--- src/rtl/core/upd_pkg.sv ---
// Shared types and constants for the URI percent decoder.
// No dependencies; imported by the front, queue, back and top-level modules.
`timescale 1ns / 1ps
`default_nettype none

package upd_pkg;

  localparam int MAX_RESULTS = 4;
  localparam int IDX_W       = $clog2(MAX_RESULTS);
  localparam int CNT_W       = $clog2(MAX_RESULTS + 1);

  // One decoded request's worth of result bytes, handed from front to back
  typedef struct packed {
    logic [MAX_RESULTS-1:0][7:0] bytes;
    logic [CNT_W-1:0]            count;      // 1..MAX_RESULTS
    logic                        last;
    logic                        malformed;
  } upd_group_t;

  // Queue status seen by both ends
  typedef struct packed {
    logic full;
    logic valid;
  } upd_qstat_t;

endpackage

`default_nettype wire

--- src/rtl/core/upd_front.sv ---
// Front end: accepts source bytes, tracks escape/UTF-8 sequence state and
// builds result groups. Depends on upd_pkg.
`timescale 1ns / 1ps
`default_nettype none

module upd_front (
  input  wire logic               clk,
  input  wire logic               rst,
  input  wire logic               cfg_wr_en,
  input  wire logic               cfg_wr_data,
  input  wire logic               in_valid,
  output logic                    in_ready,
  input  wire logic [7:0]         in_byte,
  input  wire logic               in_last,
  input  wire upd_pkg::upd_qstat_t q_stat,
  output logic                    push,
  output upd_pkg::upd_group_t     group
);
  import upd_pkg::*;

  localparam logic [7:0]  PCT_CHAR       = 8'h25;
  localparam logic [31:0] RESV_MAP_PUNCT = 32'hac009858;  // codes 0x20..0x3f
  localparam logic [6:0]  RESV_AT        = 7'h40;

  typedef enum logic [5:0] {
    PH_IDLE    = 6'b000001,
    PH_ESC_HI  = 6'b000010,
    PH_ESC_LO  = 6'b000100,
    PH_SEQ_PCT = 6'b001000,
    PH_SEQ_HI  = 6'b010000,
    PH_SEQ_LO  = 6'b100000
  } phase_t;

  function automatic logic [4:0] hex_decode(input logic [7:0] c);
    logic [4:0] r;
    r = 5'd0;
    if (c >= 8'h30 && c <= 8'h39)      r = {1'b1, 4'(c - 8'h30)};
    else if (c >= 8'h41 && c <= 8'h46) r = {1'b1, 4'(c - 8'h37)};
    else if (c >= 8'h61 && c <= 8'h66) r = {1'b1, 4'(c - 8'h57)};
    return r;
  endfunction

  function automatic logic is_reserved(input logic [6:0] v);
    return (v[6:5] == 2'b01 && RESV_MAP_PUNCT[v[4:0]]) || v == RESV_AT;
  endfunction

  function automatic logic is_cont(input logic [7:0] b);
    return b[7:6] == 2'b10;
  endfunction

  // strict UTF-8 check of a 2..4 byte sequence
  function automatic logic utf8_ok(input logic [3:0][7:0] sb, input logic [2:0] len);
    logic [7:0] lo;
    logic [7:0] hi;
    logic       ok;
    lo = 8'h80;
    hi = 8'hBF;
    ok = 1'b0;
    case (len)
      3'd2: ok = sb[0] >= 8'hC2 && sb[0] <= 8'hDF && is_cont(sb[1]);
      3'd3: begin
        if (sb[0] == 8'hE0) lo = 8'hA0;
        if (sb[0] == 8'hED) hi = 8'h9F;
        ok = sb[0] >= 8'hE0 && sb[0] <= 8'hEF && sb[1] >= lo && sb[1] <= hi
             && is_cont(sb[2]);
      end
      3'd4: begin
        if (sb[0] == 8'hF0) lo = 8'h90;
        if (sb[0] == 8'hF4) hi = 8'h8F;
        ok = sb[0] >= 8'hF0 && sb[0] <= 8'hF4 && sb[1] >= lo && sb[1] <= hi
             && is_cont(sb[2]) && is_cont(sb[3]);
      end
      default: ok = 1'b0;
    endcase
    return ok;
  endfunction

  phase_t          phase, phase_next;
  logic [3:0]      high_nibble, high_nibble_next;
  logic [7:0]      esc_hi, esc_hi_next;
  logic [3:0][7:0] seq, seq_next;
  logic [2:0]      seq_len, seq_len_next;
  logic [2:0]      seq_count, seq_count_next;
  logic            skip, skip_next;
  logic            component_mode;

  logic            accept;
  logic            err;
  logic [4:0]      hx;
  logic [7:0]      decoded;

  assign in_ready = !q_stat.full;
  assign accept   = in_valid && in_ready;
  assign hx       = hex_decode(in_byte);
  assign decoded  = {high_nibble, hx[3:0]};

  always_comb begin
    phase_next       = phase;
    high_nibble_next = high_nibble;
    esc_hi_next      = esc_hi;
    seq_next         = seq;
    seq_len_next     = seq_len;
    seq_count_next   = seq_count;
    skip_next        = skip;
    err              = 1'b0;
    group            = '0;
    group.last       = in_last;

    if (skip) begin
      if (in_last) begin
        skip_next  = 1'b0;
        phase_next = PH_IDLE;
      end
    end else begin
      case (phase)
        PH_IDLE: begin
          if (in_byte == PCT_CHAR) begin
            phase_next = PH_ESC_HI;
          end else begin
            group.bytes[0] = in_byte;
            group.count    = CNT_W'(1);
          end
        end
        PH_ESC_HI, PH_SEQ_HI: begin
          if (!hx[4]) begin
            err = 1'b1;
          end else begin
            high_nibble_next = hx[3:0];
            esc_hi_next      = in_byte;
            phase_next       = (phase == PH_ESC_HI) ? PH_ESC_LO : PH_SEQ_LO;
          end
        end
        PH_ESC_LO: begin
          if (!hx[4]) begin
            err = 1'b1;
          end else if (!decoded[7]) begin
            phase_next = PH_IDLE;
            if (!component_mode && is_reserved(decoded[6:0])) begin
              // keep the escape as its three source characters
              group.bytes[0] = PCT_CHAR;
              group.bytes[1] = esc_hi;
              group.bytes[2] = in_byte;
              group.count    = CNT_W'(3);
            end else begin
              group.bytes[0] = decoded;
              group.count    = CNT_W'(1);
            end
          end else begin
            // lead byte: length from the run of leading ones
            if (!decoded[5])      seq_len_next = 3'd2;
            else if (!decoded[4]) seq_len_next = 3'd3;
            else if (!decoded[3]) seq_len_next = 3'd4;
            else                  err          = 1'b1;
            seq_next[0]    = decoded;
            seq_count_next = 3'd1;
            phase_next     = PH_SEQ_PCT;
          end
        end
        PH_SEQ_PCT: begin
          if (in_byte != PCT_CHAR) err = 1'b1;
          else                     phase_next = PH_SEQ_HI;
        end
        PH_SEQ_LO: begin
          if (!hx[4]) begin
            err = 1'b1;
          end else begin
            seq_next[seq_count[1:0]] = decoded;
            seq_count_next           = seq_count + 3'd1;
            if (seq_count_next >= seq_len) begin
              phase_next = PH_IDLE;
              if (!utf8_ok(seq_next, seq_len)) begin
                err = 1'b1;
              end else begin
                group.bytes = seq_next;
                group.count = CNT_W'(seq_len);
              end
            end else begin
              phase_next = PH_SEQ_PCT;
            end
          end
        end
        default: err = 1'b1;
      endcase

      // string ends inside an escape or a sequence
      if (!err && in_last && phase_next != PH_IDLE) err = 1'b1;

      if (err) begin
        phase_next      = PH_IDLE;
        skip_next       = !in_last;
        group.bytes     = '0;
        group.count     = CNT_W'(1);
        group.last      = 1'b1;
        group.malformed = 1'b1;
      end
    end
  end

  assign push = accept && (group.count != '0);

  always_ff @(posedge clk) begin
    if (rst) begin
      phase          <= PH_IDLE;
      high_nibble    <= 4'd0;
      esc_hi         <= 8'd0;
      seq_len        <= 3'd0;
      seq_count      <= 3'd0;
      skip           <= 1'b0;
      component_mode <= 1'b0;
    end else begin
      if (cfg_wr_en) component_mode <= cfg_wr_data;
      if (accept) begin
        phase       <= phase_next;
        high_nibble <= high_nibble_next;
        esc_hi      <= esc_hi_next;
        seq_len     <= seq_len_next;
        seq_count   <= seq_count_next;
        skip        <= skip_next;
      end
    end
  end

  // sequence bytes are payload; only read after being written
  always_ff @(posedge clk) begin
    if (accept) seq <= seq_next;
  end

endmodule

`default_nettype wire

--- src/rtl/core/upd_queue.sv ---
// Short FIFO of result groups between front and back ends.
// Depends on upd_pkg.
`timescale 1ns / 1ps
`default_nettype none

module upd_queue #(
  parameter int DEPTH = 4
) (
  input  wire logic                clk,
  input  wire logic                rst,
  input  wire logic                push,
  input  wire upd_pkg::upd_group_t push_data,
  input  wire logic                pop,
  output upd_pkg::upd_group_t      head,
  output upd_pkg::upd_qstat_t      stat
);
  import upd_pkg::*;

  localparam int PTR_W = (DEPTH > 1) ? $clog2(DEPTH) : 1;
  localparam int QC_W  = $clog2(DEPTH + 1);

  upd_group_t       mem [DEPTH];
  logic [PTR_W-1:0] wr_ptr, rd_ptr;
  logic [QC_W-1:0]  count;

  function automatic logic [PTR_W-1:0] ptr_inc(input logic [PTR_W-1:0] p);
    return (p == PTR_W'(DEPTH - 1)) ? '0 : p + PTR_W'(1);
  endfunction

  assign head       = mem[rd_ptr];
  assign stat.full  = (count == QC_W'(DEPTH));
  assign stat.valid = (count != '0);

  always_ff @(posedge clk) begin
    if (rst) begin
      wr_ptr <= '0;
      rd_ptr <= '0;
      count  <= '0;
    end else begin
      if (push) wr_ptr <= ptr_inc(wr_ptr);
      if (pop)  rd_ptr <= ptr_inc(rd_ptr);
      if (push && !pop)      count <= count + QC_W'(1);
      else if (pop && !push) count <= count - QC_W'(1);
    end
  end

  always_ff @(posedge clk) begin
    if (push) mem[wr_ptr] <= push_data;
  end

endmodule

`default_nettype wire

--- src/rtl/core/upd_back.sv ---
// Back end: walks the head group into the output register one byte per cycle
// unless out_ready stalls the output. Depends on upd_pkg.
`timescale 1ns / 1ps
`default_nettype none

module upd_back (
  input  wire logic                clk,
  input  wire logic                rst,
  input  wire upd_pkg::upd_group_t head,
  input  wire upd_pkg::upd_qstat_t q_stat,
  output logic                     pop,
  output logic                     out_valid,
  input  wire logic                out_ready,
  output logic [7:0]               out_byte,
  output logic                     out_last,
  output logic                     malformed
);
  import upd_pkg::*;

  logic [IDX_W-1:0] idx;
  logic             load;
  logic             grp_end;

  assign load    = q_stat.valid && (!out_valid || out_ready);
  assign grp_end = (CNT_W'(idx) + CNT_W'(1)) == head.count;
  assign pop     = load && grp_end;

  always_ff @(posedge clk) begin
    if (rst) begin
      out_valid <= 1'b0;
      idx       <= '0;
    end else begin
      if (load) begin
        out_valid <= 1'b1;
        idx       <= grp_end ? '0 : idx + IDX_W'(1);
      end else if (out_ready) begin
        out_valid <= 1'b0;
      end
    end
  end

  always_ff @(posedge clk) begin
    if (load) begin
      out_byte  <= head.bytes[idx];
      out_last  <= head.last && grp_end;
      malformed <= head.malformed;
    end
  end

endmodule

`default_nettype wire

--- src/rtl/core/uri_percent_decoder_unit.sv ---
// URI percent decoder: one source byte in and one decoded byte out per cycle when not stalled.
// Path: an accepted byte's group is written into the queue, then loaded into the output register.
// Throughput: 1 input byte/cycle; a 4-byte UTF-8 group followed by plain bytes can
//   fill the QUEUE_DEPTH-group queue and hold input; sink stalls back up.
// Reset (rst, synchronous, active high) clears phase, queue and output valid;
//   component_mode returns to 0 (reserved characters kept escaped).
`timescale 1ns / 1ps
`default_nettype none

module uri_percent_decoder_unit #(
  parameter int QUEUE_DEPTH = 4   // result groups buffered between the two halves
) (
  input  wire logic       clk,
  input  wire logic       rst,
  // configuration: component_mode
  input  wire logic       cfg_wr_en,
  input  wire logic       cfg_wr_data,
  // source bytes
  input  wire logic       in_valid,
  output logic            in_ready,
  input  wire logic [7:0] in_byte,
  input  wire logic       in_last,
  // decoded results
  output logic            out_valid,
  input  wire logic       out_ready,
  output logic [7:0]      out_byte,
  output logic            out_last,
  output logic            malformed
);
  import upd_pkg::*;

  // Front end turns each accepted request into zero or one group of up to
  // four result bytes (plain byte, re-escaped triple, UTF-8 sequence, or a
  // malformed marker).
  upd_group_t group;
  upd_group_t head;
  upd_qstat_t q_stat;
  logic       q_push;
  logic       q_pop;

  upd_front u_front (
    .clk         (clk),
    .rst         (rst),
    .cfg_wr_en   (cfg_wr_en),
    .cfg_wr_data (cfg_wr_data),
    .in_valid    (in_valid),
    .in_ready    (in_ready),
    .in_byte     (in_byte),
    .in_last     (in_last),
    .q_stat      (q_stat),
    .push        (q_push),
    .group       (group)
  );

  // Decouples the two halves so a multi-byte group does not block input
  upd_queue #(
    .DEPTH (QUEUE_DEPTH)
  ) u_queue (
    .clk       (clk),
    .rst       (rst),
    .push      (q_push),
    .push_data (group),
    .pop       (q_pop),
    .head      (head),
    .stat      (q_stat)
  );

  // Back end serializes groups into the registered output
  upd_back u_back (
    .clk       (clk),
    .rst       (rst),
    .head      (head),
    .q_stat    (q_stat),
    .pop       (q_pop),
    .out_valid (out_valid),
    .out_ready (out_ready),
    .out_byte  (out_byte),
    .out_last  (out_last),
    .malformed (malformed)
  );

`ifndef SYNTH
  // a malformed result is always a single zero byte ending the string
  a_malformed_form: assert property (@(posedge clk) disable iff (rst)
    out_valid && malformed |-> out_last && out_byte == 8'd0)
    else $error("malformed result not a zero last byte");

  // front never writes into a full queue
  a_no_overflow: assert property (@(posedge clk) disable iff (rst)
    q_push |-> !q_stat.full)
    else $error("queue overflow");

  // back never pops an empty queue
  a_no_underflow: assert property (@(posedge clk) disable iff (rst)
    q_pop |-> q_stat.valid)
    else $error("queue underflow");

  // output register is empty right after reset
  a_reset_empty: assert property (@(posedge clk)
    rst |=> !out_valid)
    else $error("output valid after reset");
`endif

endmodule

`default_nettype wire
--- config.mk ---
export PLATFORM = sky130hd
export DESIGN_NAME = uri_percent_decoder_unit
export DESIGN_NICKNAME = d
export VERILOG_FILES = /design/src/rtl/core/upd_pkg.sv /design/src/rtl/core/upd_front.sv /design/src/rtl/core/upd_queue.sv /design/src/rtl/core/upd_back.sv /design/src/rtl/core/uri_percent_decoder_unit.sv
export SDC_FILE = /design/constraint.sdc
export NUM_CORES = 1
export LEC_CHECK = 0
export ABC_AREA = 0
export BUFFER_PORTS_ARGS = -buffer_cell sky130_fd_sc_hd__buf_2
export CAP_MARGIN = 20
export CORE_MARGIN = 2
export CORE_UTILIZATION = 45
export DETAILED_ROUTE_END_ITERATION = 8
export PLACE_DENSITY = 0.68
export SYNTH_ARGS = -nofsm -noshare
export SYNTH_HDL_FRONTEND = slang
export SYNTH_SLANG_ARGS = --single-unit
--- constraint.sdc ---
create_clock -name clk -period 13.7 [get_ports clk]
set_clock_uncertainty 0.05 [all_clocks]
set_input_delay 0.685 -clock clk [delete_from_list [all_inputs] [get_ports clk]]
set_output_delay 0.685 -clock clk [all_outputs]
set_load 0.005 [all_outputs]
# Word-level counts from Yosys, hierarchy flattened
# Memory sizes are Yosys's and may differ from the RTL's. A register that Yosys moved wholly into a read port is not among the register bits.
# Cells that the tools add are included.
[word_totals]
register_bits = 78
latch_bits = 0
ramBits = 148
mem_bits_ro = 32
inputBits = 15
mem_count = 2
[mem_list]
columns = ["memory", "words", "word_bits", "read_ports", "rd_ports_with_merged_regs", "write_ports", "line_no", "rtl"]
rows = [
  ["u_queue.mem", 4, 37, 1, 1, 1, "upd_queue.sv:22", "upd_group_t mem [DEPTH];"],
  ["(name not given)", 32, 1, 1, 0, 0, "upd_front.sv:44", "return (v[6:5] == 2'b01 && RESV_MAP_PUNCT[v[4:0]]) || v == RESV_AT;"],
]
[op_classes]
addsub = 10
mul = 0
div_mod_pow = 0
order_cmp = 21
eq_ne = 30
shift = 0
muxes = 103
bitwise = 1
n_reduce_logical = 46
[op_table]
columns = ["op", "n"]
rows = [
  ["8-bit two-way mux", 26],
  ["35-bit two-way mux", 3],
  ["6-bit two-way mux", 13],
  ["37-bit two-way mux", 2],
  ["27-bit two-way mux", 2],
  ["11-bit one-hot mux with 3 select lines", 1],
  ["32-bit bitwise mux", 1],
  ["8-bit equality test, second input constant", 4],
  ["16-bit one-hot mux with 2 select lines", 1],
  ["6-bit one-hot mux with 5 select lines", 1],
  ["1-bit logical AND", 26],
  ["1-bit two-way mux", 25],
  ["8-bit greater-or-equal comparator, second input constant", 3],
  ["8-bit <= comparator, second input constant", 3],
  ["3-bit two-way mux", 8],
  ["5-bit two-way mux", 4],
  ["8-bit binary-select mux with 2-bit select", 1],
  ["8-bit demux with 2-bit select", 1],
  ["8-bit by 7-bit greater-or-equal comparator with 1-bit output, second input constant", 2],
  ["8-bit greater-or-equal comparator", 2],
  ["8-bit by 7-bit <= comparator with 1-bit output, second input constant", 2],
  ["8-bit <= comparator", 2],
  ["16-bit two-way mux", 1],
  ["8-bit one-hot mux with 2 select lines", 1],
  ["46 further kinds", 76],
]

# Logic depth before layout (Yosys ltp)
# Gate-level depths: netlist of the first run.
[depth]
word_depth = 41
depth_mapped = 27

# By module
# From an unflattened synthesis of the first run, not the netlist that was laid out.
[unflattened]
hier_cells = 787
hier_area_um2 = 10734.0
[by_module_without_submodules]
columns = ["mod", "instances", "cells_per_inst", "area_per_inst_um2", "seq_area_each_um2"]
rows = [
  ["upd_queue", 1, 237, 5836.8, 4624.4],
  ["upd_front", 1, 509, 4220.3, 1481.4],
  ["upd_back", 1, 41, 676.9, 360.3],
]

# Worst setup path before layout of the first run
# No wires, ideal clock.
[synth_timing]
kind = "input -> register"
start = "in in_byte[0]"
end = "mem u_queue.mem[0][0] (netlist name) (enable)"
setup_time_ps = 398
arrival_time_ps = 5619
required_ps = 13252
setup_slack_ps = 7633
cell_stages = 22
path_cell_list = "buf_2 -> inv_1 -> ha_1 -> o21bai_1 -> a21oi_4 -> a22oi_1 -> clkbuf_1 -> a21oi_1 -> a311oi_1 -> nand2_1 -> nor2_1 -> ha_1 -> nand2_1 -> or2_2 -> a2111oi_4 -> nor3_1 -> nor4b_2 -> a221oi_2 -> a211oi_4 -> o211ai_4 -> a31oi_4 -> and2_1"
[synth_via]
elab_chain_len = 39
[synth_rtl]
columns = ["item", "line_no", "rtl"]
rows = [
  ["start, declared", "uri_percent_decoder_unit.sv:21", "input wire logic [7:0] in_byte,"],
  ["8-bit by 7-bit greater-or-equal comparator with 1-bit output or 8-bit by 7-bit <= comparator with 1-bit output (tied branches)", "upd_front.sv:39", "else if (c >= 8'h61 && c <= 8'h66) r = {1'b1, 4'(c - 8'h57)};"],
  ["1-bit logical AND", "upd_front.sv:39", ""],
  ["5-bit two-way mux", "upd_front.sv:39", ""],
  ["5-bit two-way mux", "upd_front.sv:38", "else if (c >= 8'h41 && c <= 8'h46) r = {1'b1, 4'(c - 8'h37)};"],
  ["5-bit two-way mux", "upd_front.sv:37", "if (c >= 8'h30 && c <= 8'h39) r = {1'b1, 4'(c - 8'h30)};"],
  ["32-bit bitwise mux", "upd_front.sv:167", "seq_next[seq_count[1:0]] = decoded;"],
  ["8-bit equality test", "upd_front.sv:68", "if (sb[0] == 8'hF0) lo = 8'h90;"],
  ["5-bit two-way mux", "upd_front.sv:68", ""],
  ["[... 24 more ...]", "--", ""],
  ["1-bit two-way mux", "upd_front.sv:109", "if (skip) begin"],
  ["37-bit two-way mux *", "upd_front.sv:188", "if (err) begin"],
  ["37-bit two-way mux *", "upd_front.sv:109", ""],
  ["3-bit nonzero test *", "upd_front.sv:199", "assign push = accept && (group.count != '0);"],
  ["1-bit logical AND *", "upd_front.sv:199", ""],
  ["via q_push", "uri_percent_decoder_unit.sv:38", "logic q_push;"],
  ["1-bit two-way mux *", "upd_queue.sv:48", "if (push) mem[wr_ptr] <= push_data;"],
  ["1-bit two-way mux (implied by the code) *", "upd_queue.sv:48", ""],
  ["end, declared", "upd_queue.sv:22", ""],
]
# Mark *: on every way through the listed nets, which the timed path passes. The rest lies on a longest branch. The select of a mux whose other input is x is not followed.

# Worst setup path in the final report of the first run
[layout_timing]
start = "in in_byte[1]"
end = "reg u_queue.count[2]"
[layout_via]
elab_chain_len = 40
[layout_rtl]
columns = ["item", "line_no", "rtl"]
rows = [
  ["8-bit by 7-bit greater-or-equal comparator with 1-bit output or 8-bit by 7-bit <= comparator with 1-bit output (tied branches)", "upd_front.sv:39", ""],
  ["1-bit logical AND", "upd_front.sv:39", ""],
  ["5-bit two-way mux", "upd_front.sv:39", ""],
  ["5-bit two-way mux", "upd_front.sv:38", ""],
  ["5-bit two-way mux", "upd_front.sv:37", ""],
  ["32-bit bitwise mux", "upd_front.sv:167", ""],
  ["8-bit equality test", "upd_front.sv:68", ""],
  ["5-bit two-way mux", "upd_front.sv:68", ""],
  ["[... 25 more ...]", "--", ""],
  ["37-bit two-way mux *", "upd_front.sv:188", ""],
  ["37-bit two-way mux *", "upd_front.sv:109", ""],
  ["3-bit nonzero test *", "upd_front.sv:199", ""],
  ["1-bit logical AND *", "upd_front.sv:199", ""],
  ["via q_push", "uri_percent_decoder_unit.sv:38", ""],
  ["1-bit zero test", "upd_queue.sv:43", "else if (pop && !push) count <= count - QC_W'(1);"],
  ["1-bit logical AND", "upd_queue.sv:43", ""],
  ["2-bit nonzero test (no source line)", "--", ""],
  ["end signal, assigned", "upd_queue.sv:42", "if (push && !pop) count <= count + QC_W'(1);"],
  ["end signal, assigned", "upd_queue.sv:43", ""],
  ["end, declared", "upd_queue.sv:24", "logic [QC_W-1:0] count;"],
]
# Marked as above.
# A chain may end at the register's enable or synchronous reset.

==> results of run 1 <==
kinds of logic (layout without fill, tap and decap cells):
group / after synthesis / count (layout) / share of synthesized area
XOR/XNOR: 10 / 10 / 0.00797
AO/OA/AOI/OAI: 153 / 153 / 0.102
adder cells (fa/ha/maj): 26 / 26 / 0.0303
multiplexers: 83 / 83 / 0.129
buffers and inverters: 82 / 112 / 0.0312
AND/OR/NAND/NOR: 231 / 231 / 0.110
flip-flops: 228 / 228 / 0.589
synth_stat cells (all sizes together), types with 5 or more instances:
cell,n
edfxtp,190
nor2,94
mux4,45
nand2,43
a21oi,40
dfxtp,38
clkbuf,36
inv,34
ha,25
o21ai,24
mux2,20
mux2i,18
nand3,17
a22oi,15
nor3,14
buf,12
nor2b,11
a211oi,9
a21o,8
or2,7
xor2,7
a31oi,6
and2,6
o211ai,6
a32oi,5
nand2b,5
or3,5
final cells by class:
cell class | count | area, um^2
timing repair buffer | 32 | 175
sequential | 228 | 6470
inverter | 34 | 128
tap | 324 | 405
multi-input combinational | 503 | 4190
clock inverter | 17 | 216
fill | 2076 | 12000
clock buffer | 29 | 641
worst min-delay path, cell delays in order:
cell     delay, ns
buf_2         0.07
mux2i_1       0.05
nor2_1        0.07
sequential cells by signal, summed over array words and instances, names as in the netlist, 2 cells and up, named ones only:
name                 count
u_back.idx               2
u_back.out_byte          8
u_front.esc_hi           8
u_front.high_nibble      4
u_front.phase            6
u_front.seq             32
u_front.seq_count        3
u_front.seq_len          3
u_queue.count            3
u_queue.mem            148
u_queue.rd_ptr           2
u_queue.wr_ptr           2
how the worst max path moves through the flow:
stage	slack, ns	end	startpoint
CTS	6.79	u_queue.count[2]	in_byte[0]
finish	6.64	u_queue.count[2]	in_byte[1]
floorplan	7.63	u_queue.mem[0][0]	in_byte[0]
detailed placement	6.24	u_queue.count[2]	in_byte[0]
global route	6.13	u_queue.count[2]	in_byte[0]
global placement	6.46	u_queue.count[2]	in_byte[1]
metal layers:
| metal | global-route usage | share of wire | vias to the layer above |
|---|---|---|---|
| li1 | - | - | 3146 |
| met1 | 0.274 | 0.45 | 3373 |
| met2 | 0.320 | 0.47 | 194 |
| met3 | 0.0296 | 0.051 | 46 |
| met4 | 0.0573 | 0.029 | 0 |
| met5 | 0 | 0 | - |
per-stage QoR:
stage	utilization	cell area (um^2)	cells	setup slack, ns	total power, W
2_1_floorplan	-	11000	813	7.63	0.00113
3_3_place_gp	0.470	11400	1121	6.46	0.00122
3_5_place_dp	0.470	11400	1121	6.24	0.00123
4_1_cts	0.506	12200	1167	6.79	0.00193
5_1_grt	0.506	12200	1167	6.13	0.00199
6_report	0.506	12200	1167	6.64	0.00190
where the power goes:
part	leakage, nW	internal [W]	switching, W	total [W]
registers	1.96	0.000841	0.0000344	0.000876
logic	1.55	0.000163	0.000167	0.000330
clock network	0.412	0.000416	0.000281	0.000697
==> flow_summary_export.csv, run 1 <==
group,metric,value,unit
status,outcome,"finished, final reports clean",
drt,drt_iter0_drc,583,
setup_path,critPathKind,"in -> reg",
yosys,synth_ff_type,"edfxtp_1",
global_routing,grt_pass1_vias,6644,
timing,fin_crit,7.06,ns
setup_path,r2r-start,"u_front.seq_count[0]",
drt,avgViaCountPerCell,5.79,
layout,fin_nets,865,
yosys,ys_top_cells_by_area,"edfxtp_1 52%, mux4_2 9.2%, dfxtp_1 6.9%",
drt,vias,6759,
yosys,yosys_register_bits,228,
global_routing,antenna_found_initial,0,
layout,final_cell_mix,"190 x edfxtp_1, 83 x nor2_1, 45 x mux4_2, 43 x nand2_1, 39 x a21oi_1",
drt,wirelength,24800,um
setup_path,crit_cells,26,
drt,drc_errors,0,
setup_path,crit_fanout,22,
run,cap_viol_max_count,0,
setup_path,cp-start-kind,"input pin",
setup_path,crit_arrival,7.47,ns
yosys,synth_area,11000,um^2
layout,drive_gt1_frac,0.208,
setup_path,slowest_stage,"a22oi_1",
setup_path,r2r_setup_slack,7.43,ns
timing,period_share,0.515,
global_routing,grt_usage,0.196,
yosys,synth_nets,854,
timing,maxSlewHeadroom,0.331,
clock_network,cts_made_buffers,25,
timing,setup_viol,0,
setup_path,critical_path_buf_inv_count,3,
layout,final_common_cell,"edfxtp_1",
timing,finalHoldViolCount,0,
die,dieArea,25700,um^2
clock_network,cts_tree,"built",
timing,worst_slew_pin_slew,1.00,ns
setup_path,critPathCaptureType,"flip-flop",
yosys,synth_edf_count,190,
die,ios,27,
place,place_congestion,0.977,
timing,fmax,142,MHz
timing,rsz0062_at_grt,"false",
drt,drtPass1Iterations,5,
clock_network,clock_latency,0.54,ns
power_and_ir_drop,vdd_drop_max,0.0000917,V
timing,whs,0.330,ns
clock_network,root_buffer,"clkbuf_16",
setup_path,r2r-end,"u_queue.count[2]",
die,initial_core_util,0.454,
yosys,synth_area_leader_cell,"edfxtp_1",
global_routing,grt_pass1_wl,38800,um
min_path,holdPathEnd,"u_front.component_mode",
setup_path,critPathTopFamily,"compound AO/OA/AOI/OAI gates",
setup_path,required,14.11,ns
power_and_ir_drop,power_leakage,3.92,nW
layout,area_delta_synth_final,11.3,%
setup_path,max_stage_delay,0.77,ns
yosys,syn_area_per_cell,13.5,um^2
setup_path,reg2regPathDepth,23,
place,hpwlAfterDp,16700,um
min_path,hold_class,"in -> reg",
layout,diodes,0,
yosys,ys_warn_count,0,
power_and_ir_drop,p_per_area,156,nW/um^2
global_routing,grt_overflow_total,0,
die,fp-row-count,57,
clock_network,clk_pin_slew,0.06,ns
drt,ant_nets,0,
clock_network,cts_setup_buffers,0,
global_routing,grt_max_degree,38,
die,die_x,160,um
timing,fin_setup_tns,0,ns
yosys,ys_types,77,
yosys,syn_inst,813,
clock_network,ctsHoldBuffers,0,
yosys,netlist.area_leader.share,0.519,
clock_network,postCtsResizedCells,0,
die,coreArea,24200,um^2
timing,drv_slew,0,
yosys,async_flop_share,0,
min_path,min_from,"cfg_wr_data",
clock_network,cts.sinks,228,
clock_network,htree_num_levels,1,
yosys,yosysSeqAreaShare,0.589,
drt,wl_per_cell,21.2,um
place,io_buffers,26,
min_path,whs_path_depth,3,
clock_network,cts_buffer_depth,3,
die,die_h,160,um
Power figures use the tool's default switching activity.
==> run 2: changes to the inputs <==
--- a/config.mk
+++ b/config.mk
@@ -5,13 +5,13 @@
 export SDC_FILE = /design/constraint.sdc
 export NUM_CORES = 1
 export LEC_CHECK = 0
-export ABC_AREA = 0
+export ABC_AREA = 1
 export BUFFER_PORTS_ARGS = -buffer_cell sky130_fd_sc_hd__buf_2
 export CAP_MARGIN = 20
 export CORE_MARGIN = 2
 export CORE_UTILIZATION = 45
 export DETAILED_ROUTE_END_ITERATION = 8
-export PLACE_DENSITY = 0.68
+export PLACE_DENSITY = 0.7
 export SYNTH_ARGS = -nofsm -noshare
 export SYNTH_HDL_FRONTEND = slang
 export SYNTH_SLANG_ARGS = --single-unit
==> constraint.sdc (replaced) <==
create_clock -name clk -period 5.7 [get_ports clk]
set_clock_uncertainty 0.05 [all_clocks]
set_input_delay 0.285 -clock clk [delete_from_list [all_inputs] [get_ports clk]]
set_output_delay 0.285 -clock clk [all_outputs]
set_load 0.005 [all_outputs]
==> run 2 against run 1 <==
Compared with the run above:
- register-to-register slack got worse by 6.6 ns
- global-route usage increased by 1.7 points
- synthesized cell count increased by 34%
- count of clock-buffer cells in the layout increased by 6
- cell count increased by 24%
- highest routed layer unchanged
==> flow_summary_export.csv, run 2 <==
group,metric,value,unit
drt,drt_iter0_drc,803,
global_routing,antenna_found_initial,0,
drt,wirelength,27200,um
drt,vias,8262,
yosys,synth_area,10900,um^2
status,outcome,"finished, final reports clean",
power_and_ir_drop,p_switching,0.00141,W
setup_path,reg2regPathDepth,30,
min_path,hold_class,"in -> reg",
layout,fin_nets,1154,
power_and_ir_drop,switching_share,0.299,
timing,maxSlewHeadroom,0.332,
setup_path,crit_arrival,5.28,ns
timing,setup_viol,0,
drt,drc_errors,0,
die,die_x,160,um
timing,period_share,0.862,
place,place_congestion,0.943,
clock_network,root_buffer,"clkbuf_16",
setup_path,required,6.07,ns
yosys,syn_inst,1087,
yosys,synth_area_leader_cell,"edfxtp_1",
layout,drive_gt1_frac,0.125,
die,coreArea,23600,um^2
global_routing,grt_overflow_total,0,
clock_network,clock_latency,0.53,ns
power_and_ir_drop,p_per_area,385,nW/um^2
die,die_h,160,um
layout,diodes,0,
timing,fin_crit,4.91,ns
setup_path,critPathKind,"reg -> reg",
clock_network,cts_tree,"built",
power_and_ir_drop,p_int,0.00331,W
clock_network,cts_setup_buffers,0,
setup_path,slowest_stage,"fa_1",
timing,fmax,203,MHz
timing,fin_setup_tns,0,ns
global_routing,busiest_layer,"met2",
yosys,synth_most_common_cell,"edfxtp_1",
yosys,synth_ff_type,"edfxtp_1",
place,placed_cell_area,11400,um^2
die,dieArea,25400,um^2
layout,reg.largest.list,"u_queue.mem: 148 flops, u_front.seq: 32 flops",
power_and_ir_drop,seqPwrFrac,0.455,
drt,avgViaCountPerCell,5.69,
place,hpwlAfterDp,17600,um
clock_network,htree_num_levels,1,
drt,ant_nets,0,
drt,drtPass1Iterations,5,
layout,fillCellCount,2112,
clock_network,clk_pin_slew,0.06,ns
global_routing,met1_usage,0.301,
yosys,async_flop_share,0,
setup_path,r2r_setup_slack,0.79,ns
clock_network,cts_buffer_depth,3,
layout,final_area,12300,um^2
power_and_ir_drop,vdd_drop_max,0.000255,V
place,dpl.cell_count,1402,
layout,final_common_cell,"edfxtp_1",
layout,area_delta_synth_final,12.6,%
layout,final_cell_mix,"190 x edfxtp_1, 158 x nor2_1, 135 x nand2_1, 118 x o21ai_0, 89 x inv_1",
layout,largest_reg_flops,148,
timing,rsz0062_at_grt,"false",
die,ios,27,
global_routing,grtUsageMet2,0.328,
global_routing,grt_pass1_vias,7697,
setup_path,max_stage_delay,0.44,ns
timing,finalHoldViolCount,0,
global_routing,grt_pass1_wl,43000,um
clock_network,cts_made_buffers,25,
power_and_ir_drop,p_comb_frac,0.207,
global_routing,use_met3,0.0422,
layout,stdcell_count,1451,
die,initial_core_util,0.461,
run,cap_viol_max_count,0,
yosys,synth_nets,1128,
clock_network,cts.sinks,228,
die,fp-row-count,56,
yosys,netlist.area_leader.share,0.524,
yosys,yosysSeqAreaShare,0.594,
global_routing,grt_max_degree,69,
setup_path,cp-start-kind,"flip-flop",
min_path,whs_path_depth,3,
yosys,synth_edf_count,190,
yosys,synthTopCellsByCount,"190 x edfxtp_1, 162 x nor2_1, 135 x nand2_1, 118 x o21ai_0, 90 x inv_1",
yosys,ys_warn_count,0,
drt,wl_per_cell,18.8,um
yosys,ys_types,50,
yosys,syn_area_per_cell,10.0,um^2
setup_path,crit_fanout,16,
timing,whs,0.0784,ns
global_routing,grt_usage,0.212,
power_and_ir_drop,power_leakage,4.31,nW
timing,drv_slew,0,
layout,largest-register,"u_queue.mem",
yosys,ys_top_cells_by_area,"edfxtp_1 52%, dfxtp_1 7.0%, nor2_1 5.6%",
setup_path,critPathCaptureType,"flip-flop",
timing,worst_slew_pin_slew,0.998,ns
yosys,yosys_register_bits,228,
place,io_buffers,26,
power_and_ir_drop,clock_power_share,0.337,
## run 2: cell types whose count changed in the layout (fill, tap and decap cells not counted), moves of 27 or more
| cell | delta |
|---|---|
| mux4_2 | -45 |
| nand2_1 | +92 |
| inv_1 | +55 |
| nand3_1 | +27 |
| o21ai_0 | +94 |
| nor2_1 | +75 |
## run 2: path summary, 6_finish.rpt
kind	from	to
max	u_front.seq_count[0]	u_queue.count[2]
min	in_byte[2]	u_front.esc_hi[2]
max reg2reg	u_front.seq_count[0]	u_queue.count[2]
min reg2reg	u_front.esc_hi[6]	u_front.esc_hi[6]
## run 2: cells by family (layout without fill, tap and decap cells)
family          count (synthesis)  after routing  share of synthesized area
compound gates                266            266                      0.147
xor+xnor                        5              5                    0.00402
fa+ha+maj                      26             26                     0.0306
buf+inv                       147            192                     0.0518
flops                         228            228                      0.594
simple gates                  415            415                      0.173
## run 2: power groups by stage
stage | combinational (W) | clock [W] | sequential (W)
after floorplan | 0.000856 | 0 | 0.00217
after global placement | 0.000957 | 0 | 0.00218
after detailed placement | 0.000976 | 0 | 0.00219
after CTS | 0.000980 | 0.00162 | 0.00215
after global routing | 0.00110 | 0.00168 | 0.00217
final | 0.000978 | 0.00159 | 0.00215
## run 2: area by class of cell
type / instances / area (um^2) / share of cell area
Clock buffer: 35 / 693 / 0.0566
Clock inverter: 11 / 129 / 0.0105
Inverter: 99 / 373 / 0.0304
Multi-Input combinational cell: 712 / 3900 / 0.318
Sequential cell: 228 / 6470 / 0.528
Tap cell: 319 / 399 / 0.0326
Timing Repair Buffer: 47 / 295 / 0.0241
## run 2: timing repair
item,4_1_cts,5_1_grt
endpoints found under the hold margin,2,0
resized for setup,0,1
setup endpoints to repair,0,1
hold buffers,3,0
## run 2: worst max-delay path: cells and delay by family (launching register included)
family,cells,cell delay (ns)
AOI/OAI and AO/OA,9,1.27
DFF,1,0.42
and+or+nand+nor,14,1.68
buffers and inverters,3,0.25
adders and majority gates,4,1.13
## run 2: metal layers
layer  part of all wire  up-vias
met4              0.032        0
met3              0.094       66
li1                   -     3922
met1               0.43     3887
met2               0.45      387
met5                  0        -
## run 2: stage by stage
| stage | total power [W] | setup WS, ns | util |
|---|---|---|---|
| after floorplan | 0.00303 | 0.708 | - |
| after global placement | 0.00314 | 0.860 | 0.483 |
| after detailed placement | 0.00316 | 0.698 | 0.483 |
| after CTS | 0.00475 | 0.682 | 0.519 |
| after global routing | 0.00496 | 0.144 | 0.519 |
| final | 0.00472 | 0.786 | 0.519 |
==> run 3: changes to the inputs <==
--- a/config.mk
+++ b/config.mk
@@ -10,6 +10,7 @@
 export CAP_MARGIN = 20
 export CORE_MARGIN = 2
 export CORE_UTILIZATION = 45
+export CTS_BUF_LIST = sky130_fd_sc_hd__clkbuf_16
 export DETAILED_ROUTE_END_ITERATION = 8
 export PLACE_DENSITY = 0.7
 export SYNTH_ARGS = -nofsm -noshare
==> run 3 against run 2 <==
Compared with the run above:
- total power down 1.3%
- cell count unchanged
- setup slack worse by 0.0066 ns
- via count down 0.39%
- wire length down 0.46%
- register-to-register slack about the same
- non-clock buffer count unchanged
- sequential power about the same
- first-iteration DRC count up 6.8%
- critical path depth unchanged
- critical endpoint unchanged
- largest cell class unchanged
- largest power group unchanged
==> flow_summary_export.csv, run 3 (same netlist as run 2, synthesis figures left out) <==
group,metric,value,unit
global_routing,grt_usage,0.212,
layout,utilization,0.518,
drt,ant_nets,0,
clock_network,cts.sinks,228,
min_path,min_from,"in_byte[2]",
layout,largest-register,"u_queue.mem",
drt,drtPass1Iterations,5,
setup_path,r2r-start,"u_front.seq_count[0]",
die,ios,27,
setup_path,r2r-end,"u_queue.count[2]",
timing,maxSlewHeadroom,0.338,
setup_path,reg2regPathDepth,30,
layout,drive_gt1_frac,0.123,
global_routing,grt_pass1_vias,7699,
drt,vias,8230,
clock_network,cts_made_buffers,25,
place,place_congestion,0.943,
die,coreArea,23600,um^2
global_routing,antenna_found_initial,0,
clock_network,clock_latency,0.53,ns
drt,wirelength,27100,um
clock_network,cts_buffer_depth,3,
power_and_ir_drop,power_leakage,4.32,nW
timing,fmax,203,MHz
min_path,whs_path_depth,3,
die,initial_core_util,0.461,
die,dieArea,25400,um^2
timing,drv_slew,0,
setup_path,critPathKind,"reg -> reg",
place,io_buffers,26,
timing,fin_crit,4.92,ns
power_and_ir_drop,finalPower,0.00466,W
layout,fin_nets,1154,
die,die_h,160,um
die,die_x,160,um
layout,area_delta_synth_final,12.3,%
global_routing,grt_overflow_total,0,
timing,fin_setup_tns,0,ns
power_and_ir_drop,p_per_area,381,nW/um^2
setup_path,cp-start-kind,"flip-flop",
min_path,hold_class,"in -> reg",
timing,finalHoldViolCount,0,
layout,final_common_cell,"edfxtp_1",
min_path,holdPathEnd,"u_front.esc_hi[2]",
setup_path,crit_fanout,16,
drt,drc_errors,0,
drt,drt_iter0_drc,858,
timing,rsz0062_at_grt,"false",
drt,avgViaCountPerCell,5.67,
run,cap_viol_max_count,0,
drt,wl_per_cell,18.7,um
setup_path,slowest_stage,"fa_1",
setup_path,critical_path_buf_inv_count,3,
clock_network,clk_pin_slew,0.06,ns
layout,final_cell_mix,"190 x edfxtp_1, 158 x nor2_1, 135 x nand2_1, 118 x o21ai_0, 96 x inv_1",
timing,period_share,0.863,
setup_path,critPathTopFamily,"simple AND/OR/NAND/NOR gates",
setup_path,required,6.06,ns
layout,reg.largest.list,"u_queue.mem: 148 flops, u_front.seq: 32 flops",
layout,diodes,0,
global_routing,grt_pass1_wl,43000,um
timing,timing.final.ws_setup,0.779,ns
clock_network,root_buffer,"clkbuf_16",
global_routing,grt_max_degree,69,
power_and_ir_drop,vdd_drop_max,0.000254,V
status,outcome,"finished, final reports clean",
setup_path,max_stage_delay,0.44,ns
setup_path,critPathCaptureType,"flip-flop",
die,fp-row-count,56,
timing,setup_viol,0,
layout,largest_reg_flops,148,
clock_network,htree_num_levels,1,
place,dp_slack,0.698,ns
timing,worst_slew_pin_slew,0.990,ns
setup_path,r2r_setup_slack,0.78,ns
place,hpwlAfterDp,17600,um
clock_network,cts_setup_buffers,0,
clock_network,cts_tree,"built",
setup_path,crit_arrival,5.29,ns
layout,fillCellCount,2118,
[run 3: cell count changes in the layout (fill, tap and decap cells not counted), sizes merged]
cell    before  now
clkinv       8   11
clkbuf      35   25
inv         97  104
[run 3: through the flow]
| step | instances | hold slack, ns | area, um^2 |
|---|---|---|---|
| floorplan | 1087 | 0.331 | 10900 |
| global placement | 1402 | 0.385 | 11400 |
| detailed placement | 1402 | 0.387 | 11400 |
| CTS | 1451 | 0.0605 | 12200 |
| global route | 1451 | 0.0808 | 12200 |
| finish | 1451 | 0.0789 | 12200 |
[run 3: area by class of cell]
class,instances,area (um^2),area share
clock buffers,25,626,0.0512
flip-flops and latches,228,6470,0.529
clock inverters,21,166,0.0136
repair buffers,47,295,0.0242
multi-input cells,712,3900,0.319
well taps,319,399,0.0326
inverters,99,373,0.0305
[run 3: worst min-delay path, delay by kind of cell]
family / cells / cell delay, ns
buffers and inverters: 2 / 0.26
AOI/OAI and AO/OA: 1 / 0.06
[run 3: worst max path at each step]
stage / startpoint / depth (start not counted) / to / slack, ns
6_report: u_front.seq_count[0] / 30 / u_queue.count[2] / 0.78
5_1_grt: u_front.seq_count[0] / 30 / u_queue.count[2] / 0.14
4_1_cts: u_front.seq_count[0] / 29 / u_queue.count[2] / 0.68
3_5_place_dp: u_front.seq_count[0] / 29 / u_queue.count[2] / 0.70
3_3_place_gp: u_front.seq_count[0] / 29 / u_queue.count[2] / 0.86
2_1_floorplan: u_front.seq_count[0] / 23 / u_queue.mem[0][0] / 0.71
[run 3: power by group]
group,leakage [nW],switching (W),internal (W)
logic,1.95,0.000675,0.000300
registers,1.97,0.0000848,0.00206
clock network,0.404,0.000643,0.000892
[run 3: metal layers]
layer	vias up	GRT usage	wire [um]
met5	-	0	0
met2	362	0.328	12200
met4	0	0.0694	823
li1	3924	-	-
met1	3883	0.300	11800
met3	61	0.0422	2330
[run 3: repair_timing]
action	in CTS	in global routing
setup endpoints to repair	0	1
hold endpoints to repair	2	0
hold buffers	3	0
resized for setup	0	1
